==> config.mk <==
export PLATFORM = sky130hd
export DESIGN_NAME = csv_field_tokenizer_unit
export DESIGN_NICKNAME = d
export VERILOG_FILES = /design/src/hdl/cft_pkg.sv /design/src/hdl/cft_parse_core.sv /design/src/hdl/csv_field_tokenizer_unit.sv
export SDC_FILE = /design/constraint.sdc
export NUM_CORES = 1
export LEC_CHECK = 0
export BUFFER_PORTS_ARGS = -buffer_cell sky130_fd_sc_hd__buf_2
export CAP_MARGIN = 20
export CORE_ASPECT_RATIO = 1.25
export CORE_MARGIN = 2
export CORE_UTILIZATION = 55
export DETAILED_ROUTE_END_ITERATION = 12
export PLACE_DENSITY = 0.77
export SLEW_MARGIN = 20
export SYNTH_ARGS = -nofsm -noshare
export SYNTH_HDL_FRONTEND = slang
export SYNTH_SLANG_ARGS = --single-unit
==> constraint.sdc <==
create_clock -name clk -period 7.4 [get_ports clk]
set_input_delay 1.48 -clock clk [delete_from_list [all_inputs] [get_ports clk]]
set_output_delay 1.48 -clock clk [all_outputs]
set_load 0.02 [all_outputs]
==> src/hdl/cft_pkg.sv <==
// shared types and constants for the csv field tokenizer
`default_nettype none
package cft_pkg;

    localparam int LINE_BITS = 16;
    localparam int COL_BITS  = 8;

    localparam logic [LINE_BITS-1:0] LINE_MAX = {LINE_BITS{1'b1}};
    localparam logic [COL_BITS-1:0]  COL_MAX  = {COL_BITS{1'b1}};

    localparam logic [7:0] QUOTE_BYTE = 8'h22;
    localparam logic [7:0] LF_BYTE    = 8'h0A;
    localparam logic [7:0] CR_BYTE    = 8'h0D;
    localparam logic [7:0] SEP_RESET  = 8'd44;

    localparam logic [1:0] KIND_BYTE        = 2'd0;
    localparam logic [1:0] KIND_FIELD_END   = 2'd1;
    localparam logic [1:0] KIND_END_OF_TEXT = 2'd2;

    typedef enum logic [1:0] {
        MODE_NORMAL   = 2'd0,
        MODE_QUOTED   = 2'd1,
        MODE_QSEEN    = 2'd2,
        MODE_LINE_END = 2'd3
    } mode_t;

    typedef struct packed {
        mode_t                mode;
        logic                 has_bytes;
        logic [LINE_BITS-1:0] line_cnt;
        logic [COL_BITS-1:0]  col_cnt;
        logic [COL_BITS:0]    widest;
    } parse_state_t;

    typedef struct packed {
        logic                 valid;
        logic [1:0]           kind;
        logic [7:0]           data;
        logic [LINE_BITS-1:0] line;
        logic [COL_BITS-1:0]  col;
        logic                 fin;
        logic [LINE_BITS-1:0] line_total;
        logic [COL_BITS:0]    col_total;
    } parse_result_t;

endpackage
`default_nettype wire

==> src/hdl/cft_parse_core.sv <==
// next-state and result logic for one text item
`default_nettype none
module cft_parse_core (
    input  wire cft_pkg::parse_state_t  cur,
    input  wire logic [7:0]             text_byte,
    input  wire logic                   end_of_text,
    input  wire logic [7:0]             separator,
    output cft_pkg::parse_state_t       nxt,
    output cft_pkg::parse_result_t      res
);
    import cft_pkg::*;

    logic                 do_normal;
    logic                 is_eol;
    logic [COL_BITS:0]    col_plus;
    logic [COL_BITS:0]    widened;
    logic [LINE_BITS-1:0] line_sat;
    logic [COL_BITS-1:0]  col_sat;

    assign is_eol   = (text_byte == LF_BYTE) || (text_byte == CR_BYTE);
    assign col_plus = {1'b0, cur.col_cnt} + {{COL_BITS{1'b0}}, 1'b1};
    assign widened  = (cur.widest < col_plus) ? col_plus : cur.widest;
    assign line_sat = (cur.line_cnt != LINE_MAX) ? cur.line_cnt + 1'b1 : cur.line_cnt;
    assign col_sat  = (cur.col_cnt != COL_MAX) ? cur.col_cnt + 1'b1 : cur.col_cnt;

    always_comb
    begin
        nxt       = cur;
        res       = '0;
        do_normal = 1'b0;
        if (end_of_text)
        begin
            res.valid = 1'b1;
            res.kind  = KIND_END_OF_TEXT;
            if (cur.has_bytes)
            begin
                res.line       = cur.line_cnt;
                res.col        = cur.col_cnt;
                res.fin        = 1'b1;
                res.line_total = line_sat;
                res.col_total  = widened;
            end
            else
            begin
                res.line_total = cur.line_cnt;
                res.col_total  = cur.widest;
            end
            nxt = '0;
        end
        else
        begin
            unique case (cur.mode)
                MODE_QUOTED:
                begin
                    nxt.has_bytes = 1'b1;
                    if (text_byte == QUOTE_BYTE)
                        nxt.mode = MODE_QSEEN;
                    else
                    begin
                        res.valid = 1'b1;
                        res.kind  = KIND_BYTE;
                        res.data  = text_byte;
                        res.line  = cur.line_cnt;
                        res.col   = cur.col_cnt;
                    end
                end
                MODE_QSEEN:
                begin
                    if (text_byte == QUOTE_BYTE)
                    begin
                        // doubled quote gives one literal quote
                        nxt.mode  = MODE_QUOTED;
                        res.valid = 1'b1;
                        res.kind  = KIND_BYTE;
                        res.data  = text_byte;
                        res.line  = cur.line_cnt;
                        res.col   = cur.col_cnt;
                    end
                    else
                        do_normal = 1'b1;
                end
                MODE_LINE_END:
                begin
                    // second byte of a cr/lf pair is swallowed
                    if (is_eol)
                        nxt.mode = MODE_NORMAL;
                    else
                        do_normal = 1'b1;
                end
                MODE_NORMAL:
                    do_normal = 1'b1;
            endcase

            if (do_normal)
            begin
                nxt.mode = MODE_NORMAL;
                priority if (text_byte == QUOTE_BYTE)
                begin
                    nxt.mode      = MODE_QUOTED;
                    nxt.has_bytes = 1'b1;
                end
                else if (text_byte == separator || is_eol)
                begin
                    res.valid     = 1'b1;
                    res.kind      = KIND_FIELD_END;
                    res.line      = cur.line_cnt;
                    res.col       = cur.col_cnt;
                    nxt.widest    = widened;
                    nxt.has_bytes = 1'b0;
                    if (text_byte == separator)
                        nxt.col_cnt = col_sat;
                    else
                    begin
                        nxt.line_cnt = line_sat;
                        nxt.col_cnt  = '0;
                        nxt.mode     = MODE_LINE_END;
                    end
                end
                else
                begin
                    nxt.has_bytes = 1'b1;
                    res.valid     = 1'b1;
                    res.kind      = KIND_BYTE;
                    res.data      = text_byte;
                    res.line      = cur.line_cnt;
                    res.col       = cur.col_cnt;
                end
            end
        end
    end

endmodule
`default_nettype wire

==> src/hdl/csv_field_tokenizer_unit.sv <==
// csv field tokenizer top level: input register, parse state, result register
//
// input channel: text_byte / end_of_text, taken when in_valid is high and
// in_stall is low. output channel: one result item (content byte, field end
// or end of text) shown with out_valid, taken when out_stall is low.
// bytes that open or close quotes, and the second byte of a cr/lf pair,
// give no result item.
// the input register holds a taken item; its result is registered in the result
// register when that register is empty or not stalled, and out_valid rises if the item gives a result.
// throughput: one item per cycle while the receiver does not stall; the parse state
// updates in a single pass between the input register and the result register.
// while the receiver stalls, the result register holds and one more item
// waits in the input register; after that in_stall goes high.
// the user writes separator through cfg_we / cfg_data only while the block is idle,
// which the block does not enforce. reset: separator returns to a comma, the parse
// state and counters clear, and both registers are empty.
`default_nettype none
module csv_field_tokenizer_unit (
    input  wire logic                          clk,
    input  wire logic                          rst_n,
    input  wire logic                          cfg_we,
    input  wire logic [7:0]                    cfg_data,
    input  wire logic                          in_valid,
    output logic                               in_stall,
    input  wire logic [7:0]                    text_byte,
    input  wire logic                          end_of_text,
    output logic                               out_valid,
    input  wire logic                          out_stall,
    output logic [1:0]                         kind,
    output logic [7:0]                         out_byte,
    output logic [cft_pkg::LINE_BITS-1:0]      line_index,
    output logic [cft_pkg::COL_BITS-1:0]       column_index,
    output logic                               final_field,
    output logic [cft_pkg::LINE_BITS-1:0]      line_count,
    output logic [cft_pkg::COL_BITS:0]         column_count
);
    import cft_pkg::*;

    logic [7:0]    separator_reg;
    logic          s1_valid_reg;
    logic [7:0]    s1_byte_reg;
    logic          s1_eot_reg;
    parse_state_t  state_reg;
    parse_state_t  state_next;
    parse_result_t res_next;
    logic          out_valid_reg;
    parse_result_t out_reg;
    logic          advance;
    logic          in_take;

    assign advance  = !out_valid_reg || !out_stall;
    assign in_stall = s1_valid_reg && !advance;
    assign in_take  = in_valid && !in_stall;

    cft_parse_core u_core (
        .cur         (state_reg),
        .text_byte   (s1_byte_reg),
        .end_of_text (s1_eot_reg),
        .separator   (separator_reg),
        .nxt         (state_next),
        .res         (res_next)
    );

    always_ff @(posedge clk or negedge rst_n)
    begin
        if (!rst_n)
        begin
            separator_reg <= SEP_RESET;
            s1_valid_reg  <= 1'b0;
            state_reg     <= '0;
            out_valid_reg <= 1'b0;
        end
        else
        begin
            if (cfg_we)
                separator_reg <= cfg_data;
            if (in_take)
                s1_valid_reg <= 1'b1;
            else if (advance)
                s1_valid_reg <= 1'b0;
            if (s1_valid_reg && advance)
                state_reg <= state_next;
            if (advance)
                out_valid_reg <= s1_valid_reg && res_next.valid;
        end
    end

    always_ff @(posedge clk)
    begin
        if (in_take)
        begin
            s1_byte_reg <= text_byte;
            s1_eot_reg  <= end_of_text;
        end
        if (advance)
            out_reg <= res_next;
    end

    assign out_valid    = out_valid_reg;
    assign kind         = out_reg.kind;
    assign out_byte     = out_reg.data;
    assign line_index   = out_reg.line;
    assign column_index = out_reg.col;
    assign final_field  = out_reg.fin;
    assign line_count   = out_reg.line_total;
    assign column_count = out_reg.col_total;

endmodule
`default_nettype wire

==> results by group, run 1 <==
Status
  • Status: finished clean

Synth
  • Area contributors post-synth: edfxtp_1, dfrtp_1, and2_1
  • Synth Warn #: 0
  • Synthesized flop and latch total: 115
  • Avg Cell Area, Syn: 11.3 sq um
  • Gate Count Post-Synth: 508
  • Synth area leader: edfxtp_1
  • Most used DFF post-synth: edfxtp_1
  • Syn_nets: 542
  • Seq/Total Area, Yosys: 56.2%
  • Async S/R FF share, synth: 40.0%
  • Post-synth EDFFs: 69
  • Post-synth top area share: 36.1%
  • Mapped Area: 5740 sq um
  • Yosys cell types: 68

Layout
  • Fillers: 763
  • Area of the multi-input gates: 2350 sq um
  • Layout cells sized above 1: 23.5%
  • Area grow syn2layout: 18.1%
  • Fin nets: 624
  • Max FFs per register: 36
  • FF+latch area: 3230 sq um
  • # diodes: 0
  • Final std cells w/o fill: 732

Clock network
  • # H-tree levels: 4
  • Num Clock Sinks: 115
  • Clk slew on worst S/H paths: 50 ps
  • Clk Latency, worst-skew pair: 410 ps
  • Total clock buffers created by CTS: 17
  • Clock root buffer: clkbuf_16
  • CTS tree: yes
  • # hold bufs at CTS: 0
  • Post-CTS Setup Bufs: 0
  • CTS resizes: 0
  • Bufs on Longest Clock Path: 2

STA
  • Setup TNS: 0 ps
  • Measured slew at the worst slew-check pin: 792 ps
  • Hold_ws: 522 ps
  • Final min period: 3440 ps
  • Worst clock skew: 6.68 ps
  • Setup ws final: 3960 ps
  • Fmax: 0.291 GHz
  • Setup violations, final: 0
  • Final Cycle Share: 46.5%
  • RSZ-0062 raised after global routing: no
  • Max-slew headroom: 47.2%
  • Final number of max-transition violations: 0
  • Fin. Hold Viols: 0

Detailed routing
  • Drt pass-1 iters: 5
  • Avg WL per Cell: 15.0 um
  • Antenna-violating nets left: 0
  • Vias per Instance: 5.66
  • Vias: 4140
  • Final WL: 11000 um
  • Iteration-0 DRC Markers: 225
  • DRC viols: 0

Die
  • Initial Util: 56.8%
  • Ports: 84
  • Die Span Y: 118 um
  • Rows: 41
  • Die area: 11300 sq um
  • Die Wd: 95.4 um
  • Core area: 10100 sq um

Worst setup path
  • Crit-path cells: ha_1, nand3_1, xnor2_1, ha_1, o21a_1, o311ai_0, nor3_1, nor3_2, nand2b_1, mux2i_1
  • Slowest CP cell: dfrtp_1
  • CP arrival: 3580 ps
  • Crit path launch type: register
  • Cell mode on critical path: ha_1
  • CP peak stage delay: 490 ps
  • Critical path buffer and inverter count: 0
  • Worst r2r dst: column_count[3]
  • Critical path type: reg2reg
  • CP Data Required Time: 7540 ps
  • Kind of cell adding the most delay to the critical path: simple AND/OR/NAND/NOR gates
  • CP Max Fanout: 8
  • Start of the worst register-to-register path: state_reg[9]
  • Crit. End Element: register
  • Worst R2R Setup Slack: 3960 ps
  • FF-to-FF path depth: 10

Placement
  • Post-place setup slack: 3460 ps
  • Routability Congestion: 0.880
  • Dpl hpwl: 7610 um
  • Cells after DPL: 700
  • IO buf count: 83

Global routing
  • Number of global-route vias before repair: 4085
  • Largest net degree at the start of global routing: 66
  • Initial antenna violation count: 0
  • Total track usage: 21.4%
  • First-pass GRT wire length: 18700 um
  • Congestion Overflow GR: 0

Power
  • Lkg Pwr: 2.85 nW
  • Clk pwr share: 35.5%
  • Internal power: 1.45 mW
  • Flop pwr share: 40.2%
  • Comb pwr share: 24.3%
  • Switching share of total power: 31.3%
  • PwrDens: 312 nW/um^2
  • Max rail drop VDD: 0.235 mV
  • Total Power: 2.11 mW
  • Net Switching: 661 uW

Worst hold path
  • Hold endpoint: state_reg[1]
  • Min-delay worst type: reg2reg
  • Hold depth: 1
  • HP Start: state_reg[1]

Flow run
  • Max cap viols: 0
## metrics by stage
step	cell area, sq um	utilization [%]
finish	6780	67.1
global route	6780	67.1
CTS	6780	67.0
detailed placement	6220	61.6
global placement	6220	61.6
floorplan	5740	-
## placed cells by master (no fill, tap or decap), types with 12 or more instances in the layout
cell        n
and2_1     37
a21oi_1    19
nand2_1    42
nor2_1     39
dfrtp_1    43
clkbuf_16  17
edfxtp_1   69
buf_2      82
mux2i_1    12
inv_1      15
xnor2_1    12
nand3_1    17
o21ai_0    27
ha_1       12
## synth_stat cells, types with 8 or more instances
cell type / number
edfxtp_1: 69
dfrtp_1: 43
nand2_1: 43
nor2_1: 39
and2_1: 37
o21ai_0: 27
a21oi_1: 19
nand3_1: 17
inv_1: 15
clkbuf_1: 14
ha_1: 12
mux2i_1: 12
xnor2_1: 12
nand2b_1: 11
xor2_1: 11
mux2_2: 10
nand4_1: 10
o21ai_1: 9
o2bb2ai_1: 8
## routing by layer
metal / share of wire [%] / wire, um / track usage, % / vias to the layer above
li1: - / - / - / 2025
met3: 6.1 / 673 / 6.18 / 23
met5: 0 / 0 / 0 / -
met4: 2.0 / 215 / 8.51 / 0
met1: 41 / 4460 / 25.8 / 1940
met2: 51 / 5620 / 35.8 / 152
## power by group through the flow
stage / clock network (mW) / logic (mW) / registers [mW]
2_1_floorplan: 0 / 0.289 / 0.943
3_3_place_gp: 0 / 0.502 / 0.857
3_5_place_dp: 0 / 0.513 / 0.860
4_1_cts: 0.762 / 0.517 / 0.850
5_1_grt: 0.791 / 0.568 / 0.861
6_report: 0.749 / 0.513 / 0.849
## worst max path at each step
stage	slack, ps	end	cells past startpoint	from
detailed placement	3460	state_reg[22]	9	out_stall
global route	3550	column_count[8]	10	state_reg[9]
CTS	3880	state_reg[22]	9	out_stall
finish	3960	column_count[3]	10	state_reg[9]
global placement	3600	state_reg[13]	9	out_stall
floorplan	2970	state_reg[13]	8	out_stall
## layout make-up
cell class / count / area share (%)
inverters: 15 / 0.831
flip-flops and latches: 115 / 47.6
clock inverters: 13 / 1.74
clock buffers: 19 / 6.39
multi-input cells: 356 / 34.7
repair buffers: 85 / 6.39
well taps: 129 / 2.38
## cells by family (layout without fill, tap and decap cells)
| logic type | after synthesis | after routing | synth area share (%) |
|---|---|---|---|
| buffers and inverters | 37 | 132 | 2.88 |
| XOR/XNOR | 23 | 23 | 3.51 |
| flip-flops | 115 | 115 | 56.2 |
| AO/OA/AOI/OAI | 104 | 104 | 12.3 |
| adder cells (fa/ha/maj) | 12 | 12 | 2.62 |
| multiplexers | 22 | 22 | 4.06 |
| AND/OR/NAND/NOR | 195 | 195 | 18.4 |
(Power assumes the default switching activity.)
==> run 2: changes to the inputs <==
--- a/config.mk
+++ b/config.mk
@@ -9,7 +9,7 @@
 export CAP_MARGIN = 20
 export CORE_ASPECT_RATIO = 1.25
 export CORE_MARGIN = 2
-export CORE_UTILIZATION = 55
+export CORE_UTILIZATION = 52
 export DETAILED_ROUTE_END_ITERATION = 12
 export PLACE_DENSITY = 0.77
 export SLEW_MARGIN = 20
==> constraint.sdc (replaced) <==
create_clock -name clk -period 3 [get_ports clk]
set_input_delay 0.6 -clock clk [delete_from_list [all_inputs] [get_ports clk]]
set_output_delay 0.6 -clock clk [all_outputs]
set_load 0.02 [all_outputs]
==> run 2 against run 1 <==
Compared with the run above:
- die area rose by 5.6%
- core utilization fell by 2.4 points
- clock skew barely moved
- power grew 150%
- sequential share of layout area is 0.81 points lower
- highest routed layer unchanged
- first-iteration DRC count grew 55%
- sequential cell count is the same
==> results by group, run 2 (same netlist as run 1, synthesis figures left out) <==
Worst setup path
  • Slowest CP cell: or3_1
  • Kind of cell adding the most delay to the critical path: simple AND/OR/NAND/NOR gates
  • Start of the worst register-to-register path: state_reg[10]
  • Worst R2R Setup Slack: 110 ps
  • Crit path launch type: register
  • Worst r2r dst: column_count[4]
  • Crit-path cells: ha_2, nand3_2, xnor2_2, ha_1, or3_1, a311oi_2, o31ai_1, nor3_2, nand2b_4, mux2i_1
  • CP arrival: 3050 ps
  • Worst setup path start: state_reg[10]
  • Critical path buffer and inverter count: 0
  • Critical path type: reg2reg
  • Crit. End Element: register
  • CP peak stage delay: 400 ps
  • CP Data Required Time: 3150 ps
  • CP Max Fanout: 8
  • FF-to-FF path depth: 10

Global routing
  • Largest net degree at the start of global routing: 64
  • Initial antenna violation count: 0
  • Total track usage: 21.2%
  • Congestion Overflow GR: 0
  • First-pass GRT wire length: 20100 um
  • Number of global-route vias before repair: 4233

Power
  • Lkg Pwr: 2.90 nW
  • PwrDens: 759 nW/um^2
  • Max rail drop VDD: 0.663 mV

Clock network
  • Clk Latency, worst-skew pair: 410 ps
  • Clk slew on worst S/H paths: 50 ps
  • Bufs on Longest Clock Path: 2
  • Clock root buffer: clkbuf_16
  • Total clock buffers created by CTS: 17
  • CTS tree: yes
  • Num Clock Sinks: 115
  • # H-tree levels: 4
  • # hold bufs at CTS: 0

Die
  • Initial Util: 53.8%
  • Die area: 11900 sq um
  • Die Span Y: 121 um
  • Core area: 10700 sq um
  • Ports: 84
  • Rows: 42
  • Die Wd: 98.0 um

Detailed routing
  • Vias per Instance: 5.71
  • Avg WL per Cell: 16.1 um
  • Met3 Routed Length: 712 um
  • Iteration-0 DRC Markers: 348
  • Antenna-violating nets left: 0
  • Drt pass-1 iters: 5
  • DRC viols: 0
  • Final WL: 12000 um
  • Vias: 4260
  • DR WL met2: 6160 um
  • Max Used Layer: met4
  • M1 WL: 4940 um

STA
  • Fmax: 0.346 GHz
  • Measured slew at the worst slew-check pin: 776 ps
  • Fin. Hold Viols: 0
  • Final number of max-transition violations: 0
  • Worst clock skew: 7.09 ps
  • Final min period: 2890 ps
  • Setup ws final: 106 ps
  • Setup violations, final: 0
  • Final Cycle Share: 96.5%
  • Max-slew headroom: 48.3%

Placement
  • IO buf count: 83
  • Routability Congestion: 0.883
  • Post-place setup slack: -63.5 ps
  • Placed Area: 6300 sq um
  • Dpl hpwl: 8070 um

Layout
  • Fillers: 836
  • Layout cells sized above 1: 25.6%
  • Fin nets: 635
  • Most frequent cells in the layout: buf_2, edfxtp_1, dfrtp_1
  • Area grow syn2layout: 20.1%
  • Leading cell type in the layout, fill and taps excluded: buf_2
  • Final instance area: 6900 sq um
  • # diodes: 0
  • Max FFs per register: 36

Worst hold path
  • Min-delay worst type: in2async

Flow run
  • Max cap viols: 0

Status
  • Status: finished clean
run 2: cell types whose count changed in the layout (fill, tap and decap cells not counted), sizes merged:
cell	before	now
bufinv	2	1
buf	85	96
clkbuf	19	25
clkinv	10	5
run 2: worst max-delay path by stage:
stage,endpoint,slack (ps),depth (start not counted)
final,column_count[4],110,10
after floorplan,state_reg[13],120,8
after detailed placement,column_count[6],-60,10
after global routing,column_count[4],-60,10
after global placement,column_count[1],90,10
after CTS,column_count[4],30,10
run 2: worst reg2reg max path, stage by stage (launching register included):
cell and delay, ps:
dfrtp_1 390, ha_2 240, nand3_2 150, xnor2_2 190, ha_1 220, or3_1 400, a311oi_2 250, o31ai_1 180
nor3_2 300, nand2b_4 170, mux2i_1 170
run 2: repair_timing:
action,in CTS,in global routing
setup endpoints to repair,8,16
gates resized for setup,1,9
cloned,0,0
pin swaps,0,2
buffers inserted,0,1
run 2: layer usage:
layer,track usage (%),vias up
met4,8.51,0
met5,0,-
met3,5.76,21
li1,-,2038
met1,25.8,2035
met2,35.8,166
run 2: final cells by class:
class                           instances  area, sq um  area share [%]
Clock buffer                           25          475            6.90
Timing Repair Buffer                   96          515            7.48
Inverter                               15         56.3           0.817
Tap cell                              132          165            2.40
Clock inverter                          7         58.8           0.853
Multi-Input combinational cell        356         2400            34.8
Sequential cell                       115         3230            46.8
run 2: per-stage QoR:
stage / TNS [ps] / power, mW / hold WS, ps / cells / util (%)
4_1_cts: 0 / 5.25 / 356 / 745 / 64.1
3_5_place_dp: -451 / 3.43 / 512 / 713 / 59.1
6_report: 0 / 5.24 / 192 / 746 / 64.6
3_3_place_gp: 0 / 3.39 / 506 / 713 / 59.1
5_1_grt: -248 / 5.49 / 256 / 746 / 64.6
2_1_floorplan: 0 / 3.04 / 304 / 508 / -
run 2: report_power, final:
group / internal [mW] / switching (mW) / total [mW]
logic: 0.446 / 0.869 / 1.32
registers: 1.97 / 0.130 / 2.10
clock network: 1.17 / 0.657 / 1.82
total: 3.58 / 1.66 / 5.24
==> run 3: changes to the inputs <==
==> constraint.sdc (replaced) <==
create_clock -name clk -period 2.5 [get_ports clk]
set_input_delay 0.5 -clock clk [delete_from_list [all_inputs] [get_ports clk]]
set_output_delay 0.5 -clock clk [all_outputs]
set_load 0.02 [all_outputs]
==> run 3 against run 2 <==
Compared with the run above:
- the flow now finishes with violations (negative setup slack)
- register-to-register slack got worse by 480 ps
- first-iteration DRC count rose by 18%
- critical path depth increased by 2
- count of clock-buffer cells in the layout down 4
- sequential share of layout area decreased by 3.9 points
- via count rose by 7.7%
- setup slack lost 480 ps
==> results by group, run 3 (same netlist as run 1, synthesis figures left out) <==
Status
  • Status: finished, violations left
  • Failing checks: negative setup slack

Worst setup path
  • Crit path launch type: register
  • Critical path type: reg2reg
  • CP arrival: 3040 ps
  • Slowest CP cell: dfrtp_2
  • Crit. End Element: register
  • Worst R2R Setup Slack: -370 ps
  • CP Data Required Time: 2660 ps
  • Crit-path cells: ha_4, xnor2_4, ha_4, o211ai_1, nand3b_1, a311oi_4, buf_6, o31ai_4, nor3_2, nand2b_1, buf_6, mux2i_1
  • CP peak stage delay: 450 ps
  • CP Max Fanout: 8

Power
  • Max rail drop VDD: 0.608 mV
  • Lkg Pwr: 3.16 nW
  • Flop pwr share: 37.4%
  • Net Switching: 2.09 mW
  • Clk pwr share: 36.8%
  • Comb pwr share: 25.9%
  • Internal power: 4.65 mW
  • Total Power: 6.75 mW
  • Switching share of total power: 31.0%
  • PwrDens: 896 nW/um^2

Global routing
  • Initial antenna violation count: 0
  • Congestion Overflow GR: 0
  • Largest net degree at the start of global routing: 50
  • Number of global-route vias before repair: 4492
  • Total track usage: 23.0%
  • First-pass GRT wire length: 21600 um

STA
  • Fin. Hold Viols: 0
  • Fmax: 0.348 GHz
  • RSZ-0062 raised after global routing: yes
  • Final number of max-transition violations: 0
  • Measured slew at the worst slew-check pin: 763 ps
  • Worst clock skew: 8.41 ps
  • Setup ws final: -373 ps
  • Setup violations, final: 16
  • Final Cycle Share: 115%
  • Max-slew headroom: 48.7%
  • Final min period: 2870 ps

Layout
  • Final instance area: 7530 sq um
  • FF+latch area: 3230 sq um
  • # diodes: 0
  • Most frequent cells in the layout: buf_2, edfxtp_1, buf_4
  • Layout cells sized above 1: 34.5%
  • Final std cells w/o fill: 785
  • Fillers: 749
  • Fin nets: 674
  • Leading cell type in the layout, fill and taps excluded: buf_2
  • Max FFs per register: 36
  • Area of the multi-input gates: 2630 sq um
  • Final Util: 70.6%
  • Area grow syn2layout: 31.2%

Placement
  • Cells after DPL: 744
  • Placed Area: 6640 sq um
  • Routability Congestion: 0.886
  • Post-place setup slack: -243 ps
  • IO buf count: 83
  • Dpl hpwl: 8740 um

Flow run
  • Max cap viols: 0

Detailed routing
  • Iteration-0 DRC Markers: 412
  • Vias: 4587
  • Final WL: 13800 um
  • Drt pass-1 iters: 5
  • Avg WL per Cell: 17.6 um
  • Antenna-violating nets left: 0
  • DRC viols: 0
  • Vias per Instance: 5.84

Clock network
  • # H-tree levels: 4
  • Total clock buffers created by CTS: 17
  • # hold bufs at CTS: 0
  • CTS tree: yes
  • Clk Latency, worst-skew pair: 420 ps
  • Clock root buffer: clkbuf_16
  • Bufs on Longest Clock Path: 2
  • Clk slew on worst S/H paths: 50 ps
  • Num Clock Sinks: 115

Die
  • Die Wd: 98.0 um
  • Die Span Y: 121 um
  • Core area: 10700 sq um
  • Initial Util: 53.8%
  • Die area: 11900 sq um
  • Rows: 42
  • Ports: 84

Worst hold path
  • Min-delay worst type: in2async
run 3: metrics by stage:
step                      hold slack (ps)  setup TNS, ps
after floorplan                       204           -990
after global placement                508          -1800
after detailed placement              513          -3490
after CTS                            88.3          -2790
after global routing                  108          -6030
final                                80.9          -4950
run 3: power by group through the flow:
| stage | Sequential (mW) | Clock (mW) | Combinational, mW |
|---|---|---|---|
| 5_1_grt | 2.56 | 2.59 | 1.89 |
| 4_1_cts | 2.52 | 2.50 | 1.71 |
| 2_1_floorplan | 2.78 | 0 | 0.867 |
| 6_report | 2.52 | 2.48 | 1.74 |
| 3_5_place_dp | 2.56 | 0 | 1.69 |
| 3_3_place_gp | 2.54 | 0 | 1.65 |
run 3: per-layer routing:
metal	vias to the layer above	wire length [um]	GRT usage [%]
met2	216	7160	40.5
met5	-	0	0
met4	0	328	8.68
met3	28	893	5.82
met1	2225	5460	27.0
li1	2118	-	-
run 3: final timing paths:
path,startpoint,to,depth (start not counted)
max in group asynchronous,rst_n,state_reg[29],2
hold / removal,rst_n,separator_reg[1],1
hold reg to reg,separator_reg[6],separator_reg[6],1
setup / recovery,state_reg[9],column_count[5],12
setup reg to reg,state_reg[9],column_count[5],12
min in group clk,end_of_text,s1_eot_reg,1
run 3: layout make-up:
class | instances | area share [%]
Sequential cell | 115 | 42.9
Clock inverter | 11 | 2.13
Timing Repair Buffer | 135 | 11.2
Tap cell | 132 | 2.19
Inverter | 15 | 0.748
Clock buffer | 21 | 5.85
Multi-Input combinational cell | 356 | 35.0
run 3: what timing repair did:
action                                 4_1_cts  5_1_grt
setup buffers                                5        5
resized for setup                           14       22
setup endpoints to repair                   16       21
endpoints found under the hold margin        0        0
pin swaps                                   12       16
run 3: critical path, delay by kind of cell (launching register included):
family / cells / cell delay (ps)
XOR/XNOR: 1 / 180
flip-flops: 1 / 450
adder cells (fa/ha/maj): 2 / 440
AO/OA/AOI/OAI: 3 / 530
AND/OR/NAND/NOR: 3 / 570
multiplexers: 1 / 120
buffers and inverters: 2 / 330
